## src/hdl/iap_pkg.sv

```systemverilog
package iap_pkg;

   localparam int VALUE_W        = 64;
   localparam int FIELD_W        = 6;
   localparam int FUNC_W         = 2;
   localparam int REQ_DATA_W     = 80;
   localparam int REQ_USER_W     = 3;
   localparam int RSP_DATA_W     = 8;
   localparam int DIG_CNT_W      = 5;
   localparam int LEN_W          = 7;
   localparam int VALUE_BITS_DEF = 64;
   localparam int MAX_FIELD_DEF  = 63;

   localparam logic [FUNC_W-1:0] FUNC_DEC    = 2'd0;
   localparam logic [FUNC_W-1:0] FUNC_HEX_LO = 2'd1;
   localparam logic [FUNC_W-1:0] FUNC_HEX_UP = 2'd2;

   localparam logic [7:0] CH_ZERO  = 8'h30;
   localparam logic [7:0] CH_LOWER = 8'h61;
   localparam logic [7:0] CH_UPPER = 8'h41;
   localparam logic [7:0] CH_MINUS = 8'h2d;
   localparam logic [7:0] CH_SPACE = 8'h20;

   typedef struct packed {
      logic [FUNC_W-1:0]  func;
      logic               wide;
      logic [VALUE_W-1:0] value;
      logic               zero_fill;
      logic [FIELD_W-1:0] field_width;
      logic [FIELD_W-1:0] precision;
   } req_type;

   // conversion result handed from converter to emitter
   typedef struct packed {
      logic                 neg;
      logic                 upper;
      logic                 zero_fill;
      logic [FIELD_W-1:0]   field_width;
      logic [FIELD_W-1:0]   precision;
      logic [DIG_CNT_W-1:0] ndig;
   } job_type;

   function automatic logic [7:0] digit_char(input logic [3:0] d, input logic upper);
      logic [7:0] base;
      base = upper ? CH_UPPER : CH_LOWER;
      if (d < 4'd10) begin
         digit_char = CH_ZERO + {4'd0, d};
      end else begin
         digit_char = base + {4'd0, d - 4'd10};
      end
   endfunction

endpackage

```

## src/hdl/iap_conv.sv

```systemverilog
module iap_conv #(
   parameter int VALUE_BITS = iap_pkg::VALUE_BITS_DEF,
   parameter int DIGITS     = 20
) (
   input  logic                    clock,
   input  logic                    reset,
   input  logic                    req_valid,
   output logic                    req_ready,
   input  iap_pkg::req_type        req,
   output logic                    job_valid,
   input  logic                    job_ready,
   output iap_pkg::job_type        job,
   output logic [DIGITS*4-1:0]     digits
);
   import iap_pkg::*;

   localparam int BCD_W     = DIGITS * 4;
   localparam int BIT_CNT_W = $clog2(VALUE_BITS + 1);

   localparam logic [1:0] C_IDLE = 2'd0;
   localparam logic [1:0] C_CONV = 2'd1;
   localparam logic [1:0] C_SCAN = 2'd2;

   logic [1:0]            state_ff, state_in;
   logic [VALUE_BITS-1:0] mag_ff, mag_in;
   logic [BCD_W-1:0]      bcd_ff, bcd_in;
   logic [BIT_CNT_W-1:0]  cnt_ff, cnt_in;
   logic [DIG_CNT_W-1:0]  nd_ff, nd_in;
   job_type               job_ff, job_in;

   logic [VALUE_BITS-1:0] mask, masked, mag_val;
   logic [BCD_W-1:0]      adj;
   logic                  sign_bit, neg, hex, accept, scan_done;

   assign req_ready = (state_ff == C_IDLE);
   assign accept    = req_valid && req_ready;
   assign scan_done = (bcd_ff[BCD_W-1 -: 4] != 4'd0) || (nd_ff == DIG_CNT_W'(1));
   assign job_valid = (state_ff == C_SCAN) && scan_done;
   assign job       = job_ff;
   assign digits    = bcd_ff;

   // operand size, sign and magnitude
   always_comb begin
      mask     = req.wide ? '1 : VALUE_BITS'(32'hffff_ffff);
      masked   = req.value[VALUE_BITS-1:0] & mask;
      sign_bit = req.wide ? req.value[VALUE_BITS-1] : req.value[31];
      hex      = (req.func != FUNC_DEC);
      neg      = !hex && sign_bit;
      mag_val  = neg ? ((~masked + 1'b1) & mask) : masked;
   end

   // add-3 on every BCD digit of 5 or more before the shift
   always_comb begin
      for (int i = 0; i < DIGITS; i++) begin
         adj[i*4 +: 4] = (bcd_ff[i*4 +: 4] >= 4'd5) ? bcd_ff[i*4 +: 4] + 4'd3
                                                    : bcd_ff[i*4 +: 4];
      end
   end

   always_comb begin
      state_in = state_ff;
      mag_in   = mag_ff;
      bcd_in   = bcd_ff;
      cnt_in   = cnt_ff;
      nd_in    = nd_ff;
      job_in   = job_ff;
      case (state_ff)
         C_IDLE: begin
            if (accept) begin
               job_in.neg         = neg;
               job_in.upper       = (req.func >= FUNC_HEX_UP);
               job_in.zero_fill   = req.zero_fill;
               job_in.field_width = req.field_width;
               job_in.precision   = req.precision;
               job_in.ndig        = DIG_CNT_W'(DIGITS);
               nd_in              = DIG_CNT_W'(DIGITS);
               mag_in             = req.wide ? mag_val : (mag_val << (VALUE_BITS - 32));
               cnt_in             = req.wide ? BIT_CNT_W'(VALUE_BITS) : BIT_CNT_W'(32);
               if (hex) begin
                  bcd_in   = BCD_W'(mag_val);
                  state_in = C_SCAN;
               end else begin
                  bcd_in   = '0;
                  state_in = C_CONV;
               end
            end
         end
         C_CONV: begin
            bcd_in = {adj[BCD_W-2:0], mag_ff[VALUE_BITS-1]};
            mag_in = {mag_ff[VALUE_BITS-2:0], 1'b0};
            cnt_in = cnt_ff - 1'b1;
            if (cnt_ff == BIT_CNT_W'(1)) begin
               state_in = C_SCAN;
            end
         end
         C_SCAN: begin
            // strip leading zero digits, keep at least one
            if (!scan_done) begin
               bcd_in = {bcd_ff[BCD_W-5:0], 4'd0};
               nd_in  = nd_ff - 1'b1;
            end
            job_in.ndig = nd_in;
            if (job_valid && job_ready) begin
               state_in = C_IDLE;
            end
         end
         default: state_in = C_IDLE;
      endcase
   end

   always_ff @(posedge clock) begin
      if (reset) begin
         state_ff <= C_IDLE;
      end else begin
         state_ff <= state_in;
      end
      mag_ff <= mag_in;
      bcd_ff <= bcd_in;
      cnt_ff <= cnt_in;
      nd_ff  <= nd_in;
      job_ff <= job_in;
   end

   a_accept_leaves_idle: assert property (@(posedge clock) disable iff (reset)
      accept |=> state_ff != C_IDLE)
      else $error("converter stayed idle after taking a word");

   a_conv_count: assert property (@(posedge clock) disable iff (reset)
      state_ff == C_CONV |-> cnt_ff != '0)
      else $error("bit counter ran out during conversion");

   a_job_aligned: assert property (@(posedge clock) disable iff (reset)
      job_valid |-> nd_ff != '0 && job.ndig == nd_ff)
      else $error("handed-off digit count inconsistent");

endmodule

```

## src/hdl/iap_emit.sv

```systemverilog
module iap_emit #(
   parameter int MAX_FIELD = iap_pkg::MAX_FIELD_DEF,
   parameter int DIGITS    = 20
) (
   input  logic                          clock,
   input  logic                          reset,
   input  logic                          job_valid,
   output logic                          job_ready,
   input  iap_pkg::job_type              job,
   input  logic [DIGITS*4-1:0]           digits,
   output logic                          rsp_tvalid,
   input  logic                          rsp_tready,
   output logic [iap_pkg::RSP_DATA_W-1:0] rsp_tdata,
   output logic                          rsp_tlast
);
   import iap_pkg::*;

   localparam int BCD_W = DIGITS * 4;
   localparam logic [FIELD_W-1:0] MAX_F = FIELD_W'(MAX_FIELD);

   logic                  busy_ff, busy_in;
   logic [LEN_W-1:0]      sp_ff, sp_in, zc_ff, zc_in;
   logic                  sign_ff, sign_in, upper_ff, upper_in;
   logic [DIG_CNT_W-1:0]  dc_ff, dc_in;
   logic [BCD_W-1:0]      dig_ff, dig_in;
   logic                  vld_ff, vld_in, last_ff, last_in;
   logic [7:0]            ch_ff, ch_in;

   logic                  take, adv;
   logic [LEN_W-1:0]      fw7, pr7, n7, pz, body, pad;

   assign job_ready  = !busy_ff;
   assign take       = job_valid && !busy_ff;
   assign adv        = busy_ff && (!vld_ff || rsp_tready);
   assign rsp_tvalid = vld_ff;
   assign rsp_tdata  = ch_ff;
   assign rsp_tlast  = last_ff;

   // layout lengths, limits applied
   always_comb begin
      fw7  = {1'b0, (job.field_width > MAX_F) ? MAX_F : job.field_width};
      pr7  = {1'b0, (job.precision > MAX_F) ? MAX_F : job.precision};
      n7   = LEN_W'(job.ndig);
      pz   = (pr7 > n7) ? pr7 - n7 : '0;
      body = LEN_W'(job.neg) + pz + n7;
      pad  = (fw7 > body) ? fw7 - body : '0;
   end

   always_comb begin
      busy_in  = busy_ff;
      sp_in    = sp_ff;
      zc_in    = zc_ff;
      sign_in  = sign_ff;
      upper_in = upper_ff;
      dc_in    = dc_ff;
      dig_in   = dig_ff;
      vld_in   = vld_ff && !rsp_tready;
      last_in  = last_ff;
      ch_in    = ch_ff;
      if (take) begin
         busy_in  = 1'b1;
         sp_in    = job.zero_fill ? '0 : pad;
         zc_in    = job.zero_fill ? pad + pz : pz;
         sign_in  = job.neg;
         upper_in = job.upper;
         dc_in    = job.ndig;
         dig_in   = digits;
      end else if (adv) begin
         vld_in  = 1'b1;
         last_in = 1'b0;
         if (sp_ff != '0) begin
            ch_in = CH_SPACE;
            sp_in = sp_ff - 1'b1;
         end else if (sign_ff) begin
            ch_in   = CH_MINUS;
            sign_in = 1'b0;
         end else if (zc_ff != '0) begin
            ch_in = CH_ZERO;
            zc_in = zc_ff - 1'b1;
         end else begin
            ch_in  = digit_char(dig_ff[BCD_W-1 -: 4], upper_ff);
            dig_in = {dig_ff[BCD_W-5:0], 4'd0};
            dc_in  = dc_ff - 1'b1;
            if (dc_ff == DIG_CNT_W'(1)) begin
               last_in = 1'b1;
               busy_in = 1'b0;
            end
         end
      end
   end

   always_ff @(posedge clock) begin
      if (reset) begin
         busy_ff <= 1'b0;
         vld_ff  <= 1'b0;
      end else begin
         busy_ff <= busy_in;
         vld_ff  <= vld_in;
      end
      sp_ff    <= sp_in;
      zc_ff    <= zc_in;
      sign_ff  <= sign_in;
      upper_ff <= upper_in;
      dc_ff    <= dc_in;
      dig_ff   <= dig_in;
      last_ff  <= last_in;
      ch_ff    <= ch_in;
   end

   a_busy_digits: assert property (@(posedge clock) disable iff (reset)
      busy_ff |-> dc_ff != '0)
      else $error("emitter busy with no digits left");

   a_end_marks_last: assert property (@(posedge clock) disable iff (reset)
      !$past(reset) && $fell(busy_ff) |-> vld_ff && last_ff)
      else $error("emitter finished without a final character");

   a_take_busy: assert property (@(posedge clock) disable iff (reset)
      take |=> busy_ff)
      else $error("emitter did not start on a taken job");

endmodule

```

## src/hdl/integer_to_padded_ascii.sv

```systemverilog
// Integer to padded ASCII: one printf-style integer conversion per request word.
// Request channel (req_*): tdata carries value, zero_fill, field_width and precision,
// tuser carries the conversion kind and operand size. A word is taken when
// tvalid and tready are both high; tready is high while the converter is free.
// Response channel (rsp_*): one ASCII character per word, tlast on the final one.
// Decimal words run a bit-serial double-dabble, one operand bit per cycle
// (32 or VALUE_BITS bits), hex words skip it; then leading zero digits are
// stripped one digit per cycle (at most DIGITS-1 digits) and the digits are
// handed to the emitter. The emitter sends one character per cycle from its
// output register while the receiver is ready. The next request converts while
// the previous one is still being emitted. Reset (synchronous, active high)
// drops any word in flight and empties the output register. A stalled receiver
// holds the current character; the emitter and then the converter stop behind
// it, and no character is lost.
module integer_to_padded_ascii #(
   parameter int VALUE_BITS = iap_pkg::VALUE_BITS_DEF,
   parameter int MAX_FIELD  = iap_pkg::MAX_FIELD_DEF
) (
   input  logic                           clock,
   input  logic                           reset,
   input  logic                           req_tvalid,
   output logic                           req_tready,
   // value[63:0], zero_fill[64], field_width[70:65], precision[76:71], zeros above
   input  logic [iap_pkg::REQ_DATA_W-1:0] req_tdata,
   // func[1:0], wide[2]
   input  logic [iap_pkg::REQ_USER_W-1:0] req_tuser,
   output logic                           rsp_tvalid,
   input  logic                           rsp_tready,
   // ch[7:0]
   output logic [iap_pkg::RSP_DATA_W-1:0] rsp_tdata,
   output logic                           rsp_tlast
);
   import iap_pkg::*;

   // decimal digits needed for VALUE_BITS bits (0.30103 ~ log10 2)
   localparam int DIGITS = (VALUE_BITS * 30103) / 100000 + 1;

   req_type              req;
   job_type              job;
   logic                 job_valid, job_ready;
   logic [DIGITS*4-1:0]  digits;

   // unpack the request word
   assign req.value       = req_tdata[VALUE_W-1:0];
   assign req.zero_fill   = req_tdata[VALUE_W];
   assign req.field_width = req_tdata[VALUE_W+1 +: FIELD_W];
   assign req.precision   = req_tdata[VALUE_W+1+FIELD_W +: FIELD_W];
   assign req.func        = req_tuser[FUNC_W-1:0];
   assign req.wide        = req_tuser[FUNC_W];

   // bit-serial binary to digit conversion and leading-zero strip
   iap_conv #(
      .VALUE_BITS (VALUE_BITS),
      .DIGITS     (DIGITS)
   ) u_conv (
      .clock     (clock),
      .reset     (reset),
      .req_valid (req_tvalid),
      .req_ready (req_tready),
      .req       (req),
      .job_valid (job_valid),
      .job_ready (job_ready),
      .job       (job),
      .digits    (digits)
   );

   // padding, sign and digit sequencer with output register
   iap_emit #(
      .MAX_FIELD (MAX_FIELD),
      .DIGITS    (DIGITS)
   ) u_emit (
      .clock      (clock),
      .reset      (reset),
      .job_valid  (job_valid),
      .job_ready  (job_ready),
      .job        (job),
      .digits     (digits),
      .rsp_tvalid (rsp_tvalid),
      .rsp_tready (rsp_tready),
      .rsp_tdata  (rsp_tdata),
      .rsp_tlast  (rsp_tlast)
   );

endmodule

```

## config.mk

```make
export PLATFORM = sky130hd
export DESIGN_NAME = integer_to_padded_ascii
export DESIGN_NICKNAME = d
export VERILOG_FILES = /design/src/hdl/iap_pkg.sv /design/src/hdl/iap_conv.sv /design/src/hdl/iap_emit.sv /design/src/hdl/integer_to_padded_ascii.sv
export SDC_FILE = /design/constraint.sdc
export NUM_CORES = 1
export LEC_CHECK = 0
export BUFFER_PORTS_ARGS = -buffer_cell sky130_fd_sc_hd__buf_4
export CAP_MARGIN = 20
export CORE_UTILIZATION = 36
export CTS_BUF_LIST = sky130_fd_sc_hd__clkbuf_8
export DETAILED_ROUTE_END_ITERATION = 8
export GPL_TIMING_DRIVEN = 0
export PLACE_DENSITY_LB_ADDON = 0.2
export SYNTH_ARGS = -nofsm -noshare
export SYNTH_HDL_FRONTEND = slang
export SYNTH_HIERARCHICAL = 1
export SYNTH_SLANG_ARGS = --single-unit
```

## constraint.sdc

```tcl
create_clock -name clock -period 11.4 [get_ports clock]
set_input_delay 0.57 -clock clock [delete_from_list [all_inputs] [get_ports clock]]
set_output_delay 0.57 -clock clock [all_outputs]
set_load 0.005 [all_outputs]
```

# After elaboration in Yosys (flattened, before gate mapping)
# Cells that the tools add are included.
[word_totals]
mem_count = 0
out_inout_bits = 11
regBits = 290
rom_bits = 0
latchBits = 0
ram_bits = 0
wordCells = 219
[classes]
add_sub_neg = 34
n_eq_ne = 12
n_mul = 0
shifts = 0
n_lt_le_gt_ge = 26
reduce_logical = 37
n_mux = 83
bitwise = 4
div_mod_pow = 0
[ops]
columns = ["op", "n"]
rows = [
  ["$mux 80", 7],
  ["$mux 64", 5],
  ["$pmux 80 s3", 1],
  ["$and 64x64->64", 2],
  ["$pmux 64 s2", 1],
  ["$mux 7", 14],
  ["$ge 4x3->1 const B", 20],
  ["$mux 4", 20],
  ["$add 4x2->4 const B", 19],
  ["$add 64x1->64 const B", 1],
  ["$not 64->64", 1],
  ["$mux 5", 9],
  ["$sub 7x1->7 const B", 3],
  ["$pmux 5 s2", 2],
  ["$mux 6", 3],
  ["$pmux 7 s2", 1],
  ["$reduce_bool 2->1", 7],
  ["$reduce_bool 7->1", 2],
  ["$mux 1", 13],
  ["$gt 6x6->1 const B", 2],
  ["$reduce_and 2->1", 6],
  ["$eq 5x1->1 const B", 2],
  ["$sub 5x1->5 const B", 2],
  ["$add 8x4->8", 1],
  ["other kinds (33)", 52],
]

# Logic depth before layout (Yosys ltp)
# Gate-level depths: netlist (run 1).
[logic_depth]
depth_word = 11
ltp_mapped = 31
depth_no_buf = 31

# Modules after synthesis
# Netlist (run 1), hierarchy kept.
[by_module_without_submodules]
columns = ["mod", "cells_each", "instances", "area_per_inst_um2"]
rows = [
  ["iap_conv", 1214, 1, 11621.1],
  ["iap_emit", 642, 1, 6211.0],
]

# Worst setup path before layout (run 1)
# No wires, ideal clock.
[synth_timing]
kind = "register -> register"
from = "reg u_emit.sp_ff[0]"
to = "reg u_emit.dc_ff[0] (enable)"
setup_ns = 0.646
arrival_time_ns = 7.421
path_buffers = 0
stages_incl_launch_ff = 8
slack_ns = 3.333
cell_sequence = "edfxtp_1 > inv_1 > ha_1 > nor3b_2 > nand2_1 > or3_1 > nand2b_1 > o21ai_0"
[synth_between]
elab_chain_len = 3
[synth_lines]
columns = ["element", "line_no", "source"]
rows = [
  ["start: declaration", "iap_emit.sv:22", "logic [LEN_W-1:0] sp_ff, sp_in, zc_ff, zc_in;"],
  ["start signal: assignment", "iap_emit.sv:100", "sp_ff <= sp_in;"],
  ["$reduce_bool 7->1", "iap_emit.sv:71", "if (sp_ff != '0) begin"],
  ["$ne 2x1->1 (no source line)", "-", ""],
  ["$reduce_and 4->1 (no source line)", "-", ""],
  ["end signal: assignment", "iap_emit.sv:104", "dc_ff <= dc_in;"],
  ["end: declaration", "iap_emit.sv:24", "logic [DIG_CNT_W-1:0] dc_ff, dc_in;"],
]
# No other way between the ends.
# A chain may end at the register's enable or synchronous reset.

# Worst setup path after layout (run 1)
[layout_timing]
from = "reg u_conv.job_ff (netlist bit u_conv/job[2])"
to = "reg u_emit.zc_ff[6], data pin"
[layout_between]
elab_chain_len = 9
word_cells_on_any_way = 11
[layout_lines]
columns = ["element", "line_no", "source"]
rows = [
  ["start: declaration", "iap_conv.sv:29", "job_type job_ff, job_in;"],
  ["start signal: assignment", "iap_conv.sv:121", "job_ff <= job_in;"],
  ["$sub 6x5->7 / $gt 6x5->1 (equally long branches)", "iap_emit.sv:44", "pz = (pr7 > n7) ? pr7 - n7 : '0;"],
  ["$mux 7", "iap_emit.sv:44", ""],
  ["$add 1x7->7", "iap_emit.sv:45", "body = LEN_W'(job.neg) + pz + n7;"],
  ["$add 7x5->7", "iap_emit.sv:45", ""],
  ["$sub 6x7->7 / $gt 6x7->1 (equally long branches)", "iap_emit.sv:46", "pad = (fw7 > body) ? fw7 - body : '0;"],
  ["$mux 7", "iap_emit.sv:46", ""],
  ["$add 7x7->7", "iap_emit.sv:63", "zc_in = job.zero_fill ? pad + pz : pz;"],
  ["$mux 7 (*)", "iap_emit.sv:63", ""],
  ["$mux 7 (*)", "iap_emit.sv:60", "if (take) begin"],
  ["via u_emit.zc_in[6]", "iap_emit.sv:22", ""],
  ["end signal: assignment", "iap_emit.sv:101", "zc_ff <= zc_in;"],
  ["end: declaration", "iap_emit.sv:22", ""],
]
# The timed path passes the listed nets; every way through them passes the cells marked *.

==> flow_summary.json, run 1 <==
{
  "routed-via-count": 15300,
  "nFillCells": 4805,
  "ios": 98,
  "yosys.area.top_type": "edfxtp_1",
  "synthFlopType": "edfxtp_1",
  "clock_path_buffers": 3,
  "crit_fanout": 8,
  "ys_warn_count": 6,
  "comb_power_share": 0.399,
  "worst_pin_slew_ns": 1.14,
  "grt_max_degree": 32,
  "cts_resized": 0,
  "holdPathStages": 1,
  "cts.root.buffer_cell": "clkbuf_8",
  "ctsHoldBuffers": 0,
  "p_seq_frac": 0.394,
  "dr.pass1.iters": 8,
  "h-tree-depth": 2,
  "finalSetupTns_ns": 0,
  "ff2ff_path_depth": 29,
  "grt_pass1_vias": 15100,
  "synth-simple-area-share": 0.193,
  "synth_area_um2": 17800,
  "period_minus_slack_ns": 6.12,
  "num_antenna_cells": 0,
  "die_x_um": 225,
  "drc": 0,
  "final_hold_viol_count": 0,
  "worstSetupPathType": "register to register",
  "numPortBuffers": 83,
  "die_area_um2": 50400,
  "critPathMaxStageDelay_ns": 0.49,
  "syn_nets": 2026,
  "cp.arrival_ns": 6.52,
  "synth.most_common_cell": "nand2_1",
  "area_delta_synth_final_pct": 15.1,
  "hp-class": "primary input to register",
  "ys_ff_latch": 284,
  "rsz0062_at_grt": "no",
  "r2r_end": "u_emit/zc_ff[6]$_DFFE_PP_",
  "grt_pass1_wl_um": 90100,
  "p_leak_nw": 7.67,
  "synth_cell_types": 89,
  "core_area_um2": 49000,
  "synth_compound_area_frac": 0.175,
  "finalPower_mw": 4.62,
  "cp.required_ns": 11.80,
  "seqCellArea_um2": 8490,
  "synth-xor-area-share": 0.0481,
  "synthTopCellsByArea": "edfxtp_1 47%, nand2_1 7.3%, ha_1 5.5%",
  "start_kind": "register",
  "syn_inst": 1856,
  "ir_drop_mv": 0.0995,
  "fin_skew_ns": 0.0327,
  "rrSetupSlack_ns": 5.28,
  "synthMuxAreaShare": 0.00688,
  "pwr_density_cell_nw_per_um2": 225,
  "setup_viol": 0,
  "cp-end-kind": "register",
  "routed_wl_um": 59600,
  "async_flop_share": 0,
  "fmax_ghz": 0.164,
  "gr-total-overflow": 0,
  "critical-path-top-delay-family": "adder cells",
  "final_nets": 2178,
  "seq_area_frac_synth": 0.476,
  "gp_congestion": 1.01,
  "fin_crit_sh": 0.537,
  "netlist_top_cells_count": "349 x nand2_1, 280 x edfxtp_1, 151 x o21ai_0",
  "post-cts-setup-buffers": 0,
  "cts_tree": "done",
  "p_int_mw": 2.79,
  "maxSlewViolCount": 0,
  "hp-start": "req_tdata[66]",
  "worst-path-buf-inv": 2,
  "yosys.area_share.adder": 0.0599,
  "hold-path-endpoint": "u_conv/job[12]$_DFFE_PP_",
  "dp_hpwl_um": 44200,
  "detail_route.wl_per_cell_um": 22.0,
  "clk_latency_ns": 0.65,
  "syn_avg_cell_area_um2": 9.61,
  "fp-row-count": 81,
  "initialDrtViolationCount": 1534,
  "multi_input_area_um2": 8640,
  "rr_startpoint": "u_conv/job[2]$_SDFFCE_PP1P_",
  "cts_sinks": 284,
  "antenna_left": 0,
  "cap_violations": 0,
  "final_layout_size_suffix_gt1_frac": 0.0996,
  "path_clk_slew_ns": 0.06,
  "start_util": 0.364,
  "sw_frac_of_total": 0.396,
  "synth_top_family_by_area": "simple AND/OR/NAND/NOR gates",
  "slowest_stage": "nor3_1",
  "track_usage": 0.235,
  "synth-edff-count": 280,
  "p_clk_frac": 0.207,
  "vias_per_cell": 5.66,
  "die_h_um": 225,
  "antenna_found_initial": 0,
  "max-slew-margin-rel": 0.240,
  "numCtsBuffers": 53,
  "netlist.area_leader.share": 0.472,
  "status": "completed",
  "switchingPower_mw": 1.83
}
[worst max-delay path by stage]
| stage | to | slack, ns | cells after the start | start |
|---|---|---|---|---|
| after floorplan | u_emit/dc_ff[0]$_DFFE_PP_ | 3.33 | 7 | u_emit/sp_ff[0]$_DFFE_PP_ |
| after global placement | u_emit/dig_ff[45]$_DFFE_PP_ | 0.46 | 7 | u_emit/sp_ff[0]$_DFFE_PP_ |
| after detailed placement | u_emit/zc_ff[6]$_DFFE_PP_ | 5.27 | 28 | u_conv/job[2]$_SDFFCE_PP1P_ |
| after CTS | u_emit/zc_ff[6]$_DFFE_PP_ | 5.26 | 28 | u_conv/job[2]$_SDFFCE_PP1P_ |
| after global routing | u_emit/zc_ff[6]$_DFFE_PP_ | 4.74 | 28 | u_conv/job[2]$_SDFFCE_PP1P_ |
| final | u_emit/zc_ff[6]$_DFFE_PP_ | 5.28 | 29 | u_conv/job[2]$_SDFFCE_PP1P_ |
[layout make-up]
type,count,share of cell area
buffer,97,0.0190
inverter,92,0.0168
timing repair buffer,97,0.0408
clock inverter,36,0.00908
clock buffer,59,0.0396
multi-input combinational,1383,0.421
sequential,284,0.414
tap,664,0.0405
[cell usage in the layout (no fill, tap or decap), types with 17 or more instances in the layout]
cell type and count:
xor2_1 31, nor4_1 19, nor2_1 103, nor3_1 47, buf_4 86, nand2_1 349
or4_1 17, o221ai_1 19, clkbuf_8 59, clkbuf_1 76, o21ai_0 149, nand2b_1 29
edfxtp_1 280, a21oi_1 117, and2_1 18, nor3b_1 33, a22oi_1 47, ha_1 79
inv_1 111, xnor2_1 65
[power by group through the flow]
stage                     Sequential (mW)  Combinational, mW  Clock, mW
after detailed placement             1.84               1.82          0
final                                1.82               1.84      0.956
after CTS                            1.82               1.84      0.982
after global placement               1.92               1.72          0
after floorplan                      1.80               1.31          0
after global routing                 1.86               2.06       1.02
[cells by family after synthesis]
kind of cell / after synthesis
AO/OA/AOI/OAI: 484
XOR/XNOR: 97
adder cells (fa/ha/maj): 83
buffers and inverters: 189
flip-flops: 284
multiplexers: 12
other: 1
AND/OR/NAND/NOR: 706
[state kept, by name, indices dropped and copies added (netlist names), 2 cells and up]
| register | count |
|---|---|
| u_conv/cnt_ff | 7 |
| u_conv/digits | 80 |
| u_conv/job | 20 |
| u_conv/mag_ff | 64 |
| u_conv/state_ff | 2 |
| u_emit/dc_ff | 5 |
| u_emit/dig_ff | 80 |
| u_emit/rsp_tdata | 7 |
| u_emit/sp_ff | 7 |
| u_emit/zc_ff | 7 |
[stage by stage]
stage | instances | area, µm² | hold WS [ns] | setup slack (ns) | utilization
floorplan | 1856 | 17800 | 0.400 | 3.33 | -
global placement | 2603 | 19300 | 0.406 | 0.462 | 0.394
detailed placement | 2616 | 19500 | 0.434 | 5.27 | 0.399
CTS | 2711 | 20500 | 0.0308 | 5.26 | 0.419
global route | 2712 | 20500 | 0.0461 | 4.74 | 0.419
finish | 2712 | 20500 | 0.0975 | 5.28 | 0.419
[metal layers]
layer	GRT usage	part of all wire	vias up
met3	0.0440	0.066	202
met5	0	0	-
met1	0.302	0.43	7376
li1	-	-	7126
met4	0.114	0.051	0
met2	0.382	0.46	633
Power figures use the tool's default switching activity.
==> run 2: changes to the inputs <==
--- a/config.mk
+++ b/config.mk
@@ -5,6 +5,7 @@
 export SDC_FILE = /design/constraint.sdc
 export NUM_CORES = 1
 export LEC_CHECK = 0
+export ABC_AREA = 1
 export BUFFER_PORTS_ARGS = -buffer_cell sky130_fd_sc_hd__buf_4
 export CAP_MARGIN = 20
 export CORE_UTILIZATION = 36
==> constraint.sdc (replaced) <==
create_clock -name clock -period 5.3 [get_ports clock]
set_input_delay 0.265 -clock clock [delete_from_list [all_inputs] [get_ports clock]]
set_output_delay 0.265 -clock clock [all_outputs]
set_load 0.005 [all_outputs]
==> flow_summary.json, run 2 <==
{
  "status": "completed",
  "finalSetupTns_ns": 0,
  "p_int_mw": 7.47,
  "gr-total-overflow": 0,
  "slowest_stage": "edfxtp_1",
  "period_minus_slack_ns": 5.23,
  "core_area_um2": 50500,
  "syn_nets": 2496,
  "netlist.area_leader.share": 0.454,
  "p_clk_frac": 0.145,
  "start_util": 0.367,
  "p_leak_nw": 9.58,
  "synthFlopType": "edfxtp_1",
  "pwr_density_cell_nw_per_um2": 619,
  "fin_skew_ns": 0.0399,
  "antenna_found_initial": 2,
  "routed_wl_um": 61800,
  "fin_util": 0.433,
  "cap_violations": 0,
  "ios": 98,
  "cts_sinks": 284,
  "ys_ff_latch": 284,
  "antenna_left": 0,
  "syn_inst": 2326,
  "num_antenna_cells": 0,
  "numCtsBuffers": 51,
  "drc": 0,
  "cp.arrival_ns": 5.64,
  "setup_viol": 0,
  "final_area_um2": 21900,
  "cp-end-kind": "register",
  "area_delta_synth_final_pct": 18.0,
  "layout_setup_ws_ns": 0.0659,
  "switchingPower_mw": 6.06,
  "dp_hpwl_um": 47700,
  "seqCellArea_um2": 8490,
  "synth_area_um2": 18500,
  "grt_pass1_vias": 16300,
  "grt_pass1_wl_um": 93700,
  "path_common_cell": "inv_2",
  "rsz0062_at_grt": "yes",
  "maxSlewViolCount": 0,
  "ys_warn_count": 6,
  "place_area_um2": 20300,
  "hp-class": "primary input to register",
  "worst_pin_slew_ns": 1.03,
  "track_usage": 0.233,
  "critPathMaxStageDelay_ns": 0.47,
  "seq_area_frac_synth": 0.458,
  "comb_power_share": 0.522,
  "fp-row-count": 82,
  "routed-via-count": 16800,
  "cts.root.buffer_cell": "clkbuf_8",
  "vias_per_cell": 5.20,
  "synth.most_common_cell": "nand2_1",
  "initialDrtViolationCount": 1243,
  "die_area_um2": 52400,
  "synth_cell_types": 56,
  "sw_frac_of_total": 0.448,
  "dr.pass1.iters": 6,
  "cts_tree": "done",
  "multi_input_area_um2": 8870,
  "start_kind": "register",
  "cp.required_ns": 5.71,
  "synth-edff-count": 280,
  "fin_cells": 3235,
  "gp_congestion": 0.918,
  "fmax_ghz": 0.191,
  "h-tree-depth": 2,
  "die_x_um": 229,
  "nFillCells": 5172,
  "clk_latency_ns": 0.66,
  "final_hold_viol_count": 0,
  "synthTopCellsByArea": "edfxtp_1 45%, nand2_1 14%, inv_1 5.6%",
  "crit_fanout": 7,
  "worstSetupPathType": "register to register",
  "ir_drop_mv": 0.328,
  "dp_cells": 3098,
  "detail_route.wl_per_cell_um": 19.1,
  "syn_avg_cell_area_um2": 7.97,
  "critical-path-top-delay-family": "simple AND/OR/NAND/NOR gates",
  "die_h_um": 229,
  "path_clk_slew_ns": 0.07,
  "yosys.area.top_type": "edfxtp_1",
  "clock_path_buffers": 3,
  "final_nets": 2697,
  "grt_max_degree": 32,
  "p_seq_frac": 0.333,
  "netlist_top_cells_count": "712 x nand2_1, 280 x edfxtp_1, 279 x inv_1",
  "max-slew-margin-rel": 0.303,
  "numPortBuffers": 92,
  "fin_crit_sh": 0.988,
  "pre_cts_slack_ns": -0.487,
  "final_layout_size_suffix_gt1_frac": 0.125,
  "async_flop_share": 0,
  "worst-path-buf-inv": 9,
  "mostFrequentLayoutCells": "705 x nand2_1, 288 x inv_1, 280 x edfxtp_1, 223 x nor2_1, 142 x nand3_1",
  "layout_commonest_cell": "nand2_1"
}
run 2: cell count changes after synthesis, sizes merged, moves of 42 or more:
cell	change
inv	+197
nand2	+377
nand3	+137
nor2	+142
nor3	-42
xnor2	-54
run 2: layout make-up:
type | count | area share
buffer | 83 | 0.0172
clock buffer | 55 | 0.0346
clock inverter | 34 | 0.00801
inverter | 290 | 0.0500
multi-input combinational | 1669 | 0.406
sequential | 284 | 0.388
tap | 672 | 0.0384
timing repair buffer | 148 | 0.0581
run 2: path summary, 6_finish.rpt:
| path | startpoint | endpoint | slack, ns | depth (start not counted) |
|---|---|---|---|---|
| worst max-delay path | u_conv/job[4]$_SDFFCE_PP1P_ | u_emit/zc_ff[6]$_DFFE_PP_ | 0.07 | 41 |
| worst min-delay path | req_tdata[31] | u_conv/mag_ff[31]$_DFFE_PP_ | 0.04 | 4 |
| worst max register to register | u_conv/job[4]$_SDFFCE_PP1P_ | u_emit/zc_ff[6]$_DFFE_PP_ | 0.07 | 41 |
| worst min register to register | u_conv/job[18]$_DFFE_PP_ | u_emit/upper_ff$_DFFE_PP_ | 0.44 | 0 |
run 2: cell families after synthesis:
group,after synthesis,share of synthesized area
adders and majority gates,83,0.0576
xor gates and xnor gates,52,0.0250
buffers and inverters,373,0.0790
and+or+nand+nor,1165,0.260
other,1,0.000202
DFF,284,0.458
AOI/OAI and AO/OA,368,0.120
run 2: power groups by stage:
stage                     sequential, mW  combinational [mW]  clock (mW)
after floorplan                     4.44                4.38           0
after global placement              4.67                5.94           0
after detailed placement            4.55                6.24           0
after CTS                           4.50                6.58        2.01
after global routing                4.62                7.89        2.10
final                               4.51                7.07        1.96
run 2: timing repair:
item                                    CTS  global route
gates resized for setup                  13            52
hold buffers                             22             0
setup buffers                             9            16
hold endpoints to repair                 24             0
cloned                                    0             0
endpoints found under the setup margin    4             6
pin swaps                                 7            32
run 2: stage by stage:
step	power, mW	hold slack [ns]
2_1_floorplan	8.82	0.334
6_report	13.5	0.0411
3_3_place_gp	10.6	0.407
5_1_grt	14.6	0.0718
4_1_cts	13.1	0.00279
3_5_place_dp	10.8	0.414
run 2: routing by layer:
| metal | global-route usage | wire [µm] |
|---|---|---|
| met5 | 0 | 12 |
| met4 | 0.101 | 2390 |
| met3 | 0.0337 | 3830 |
| met2 | 0.388 | 29000 |
| met1 | 0.301 | 26600 |
run 2: worst min-delay path, delay by kind of cell:
family | cells | cell delay [ns]
and+or+nand+nor | 3 | 0.19
buffers and inverters | 1 | 0.12
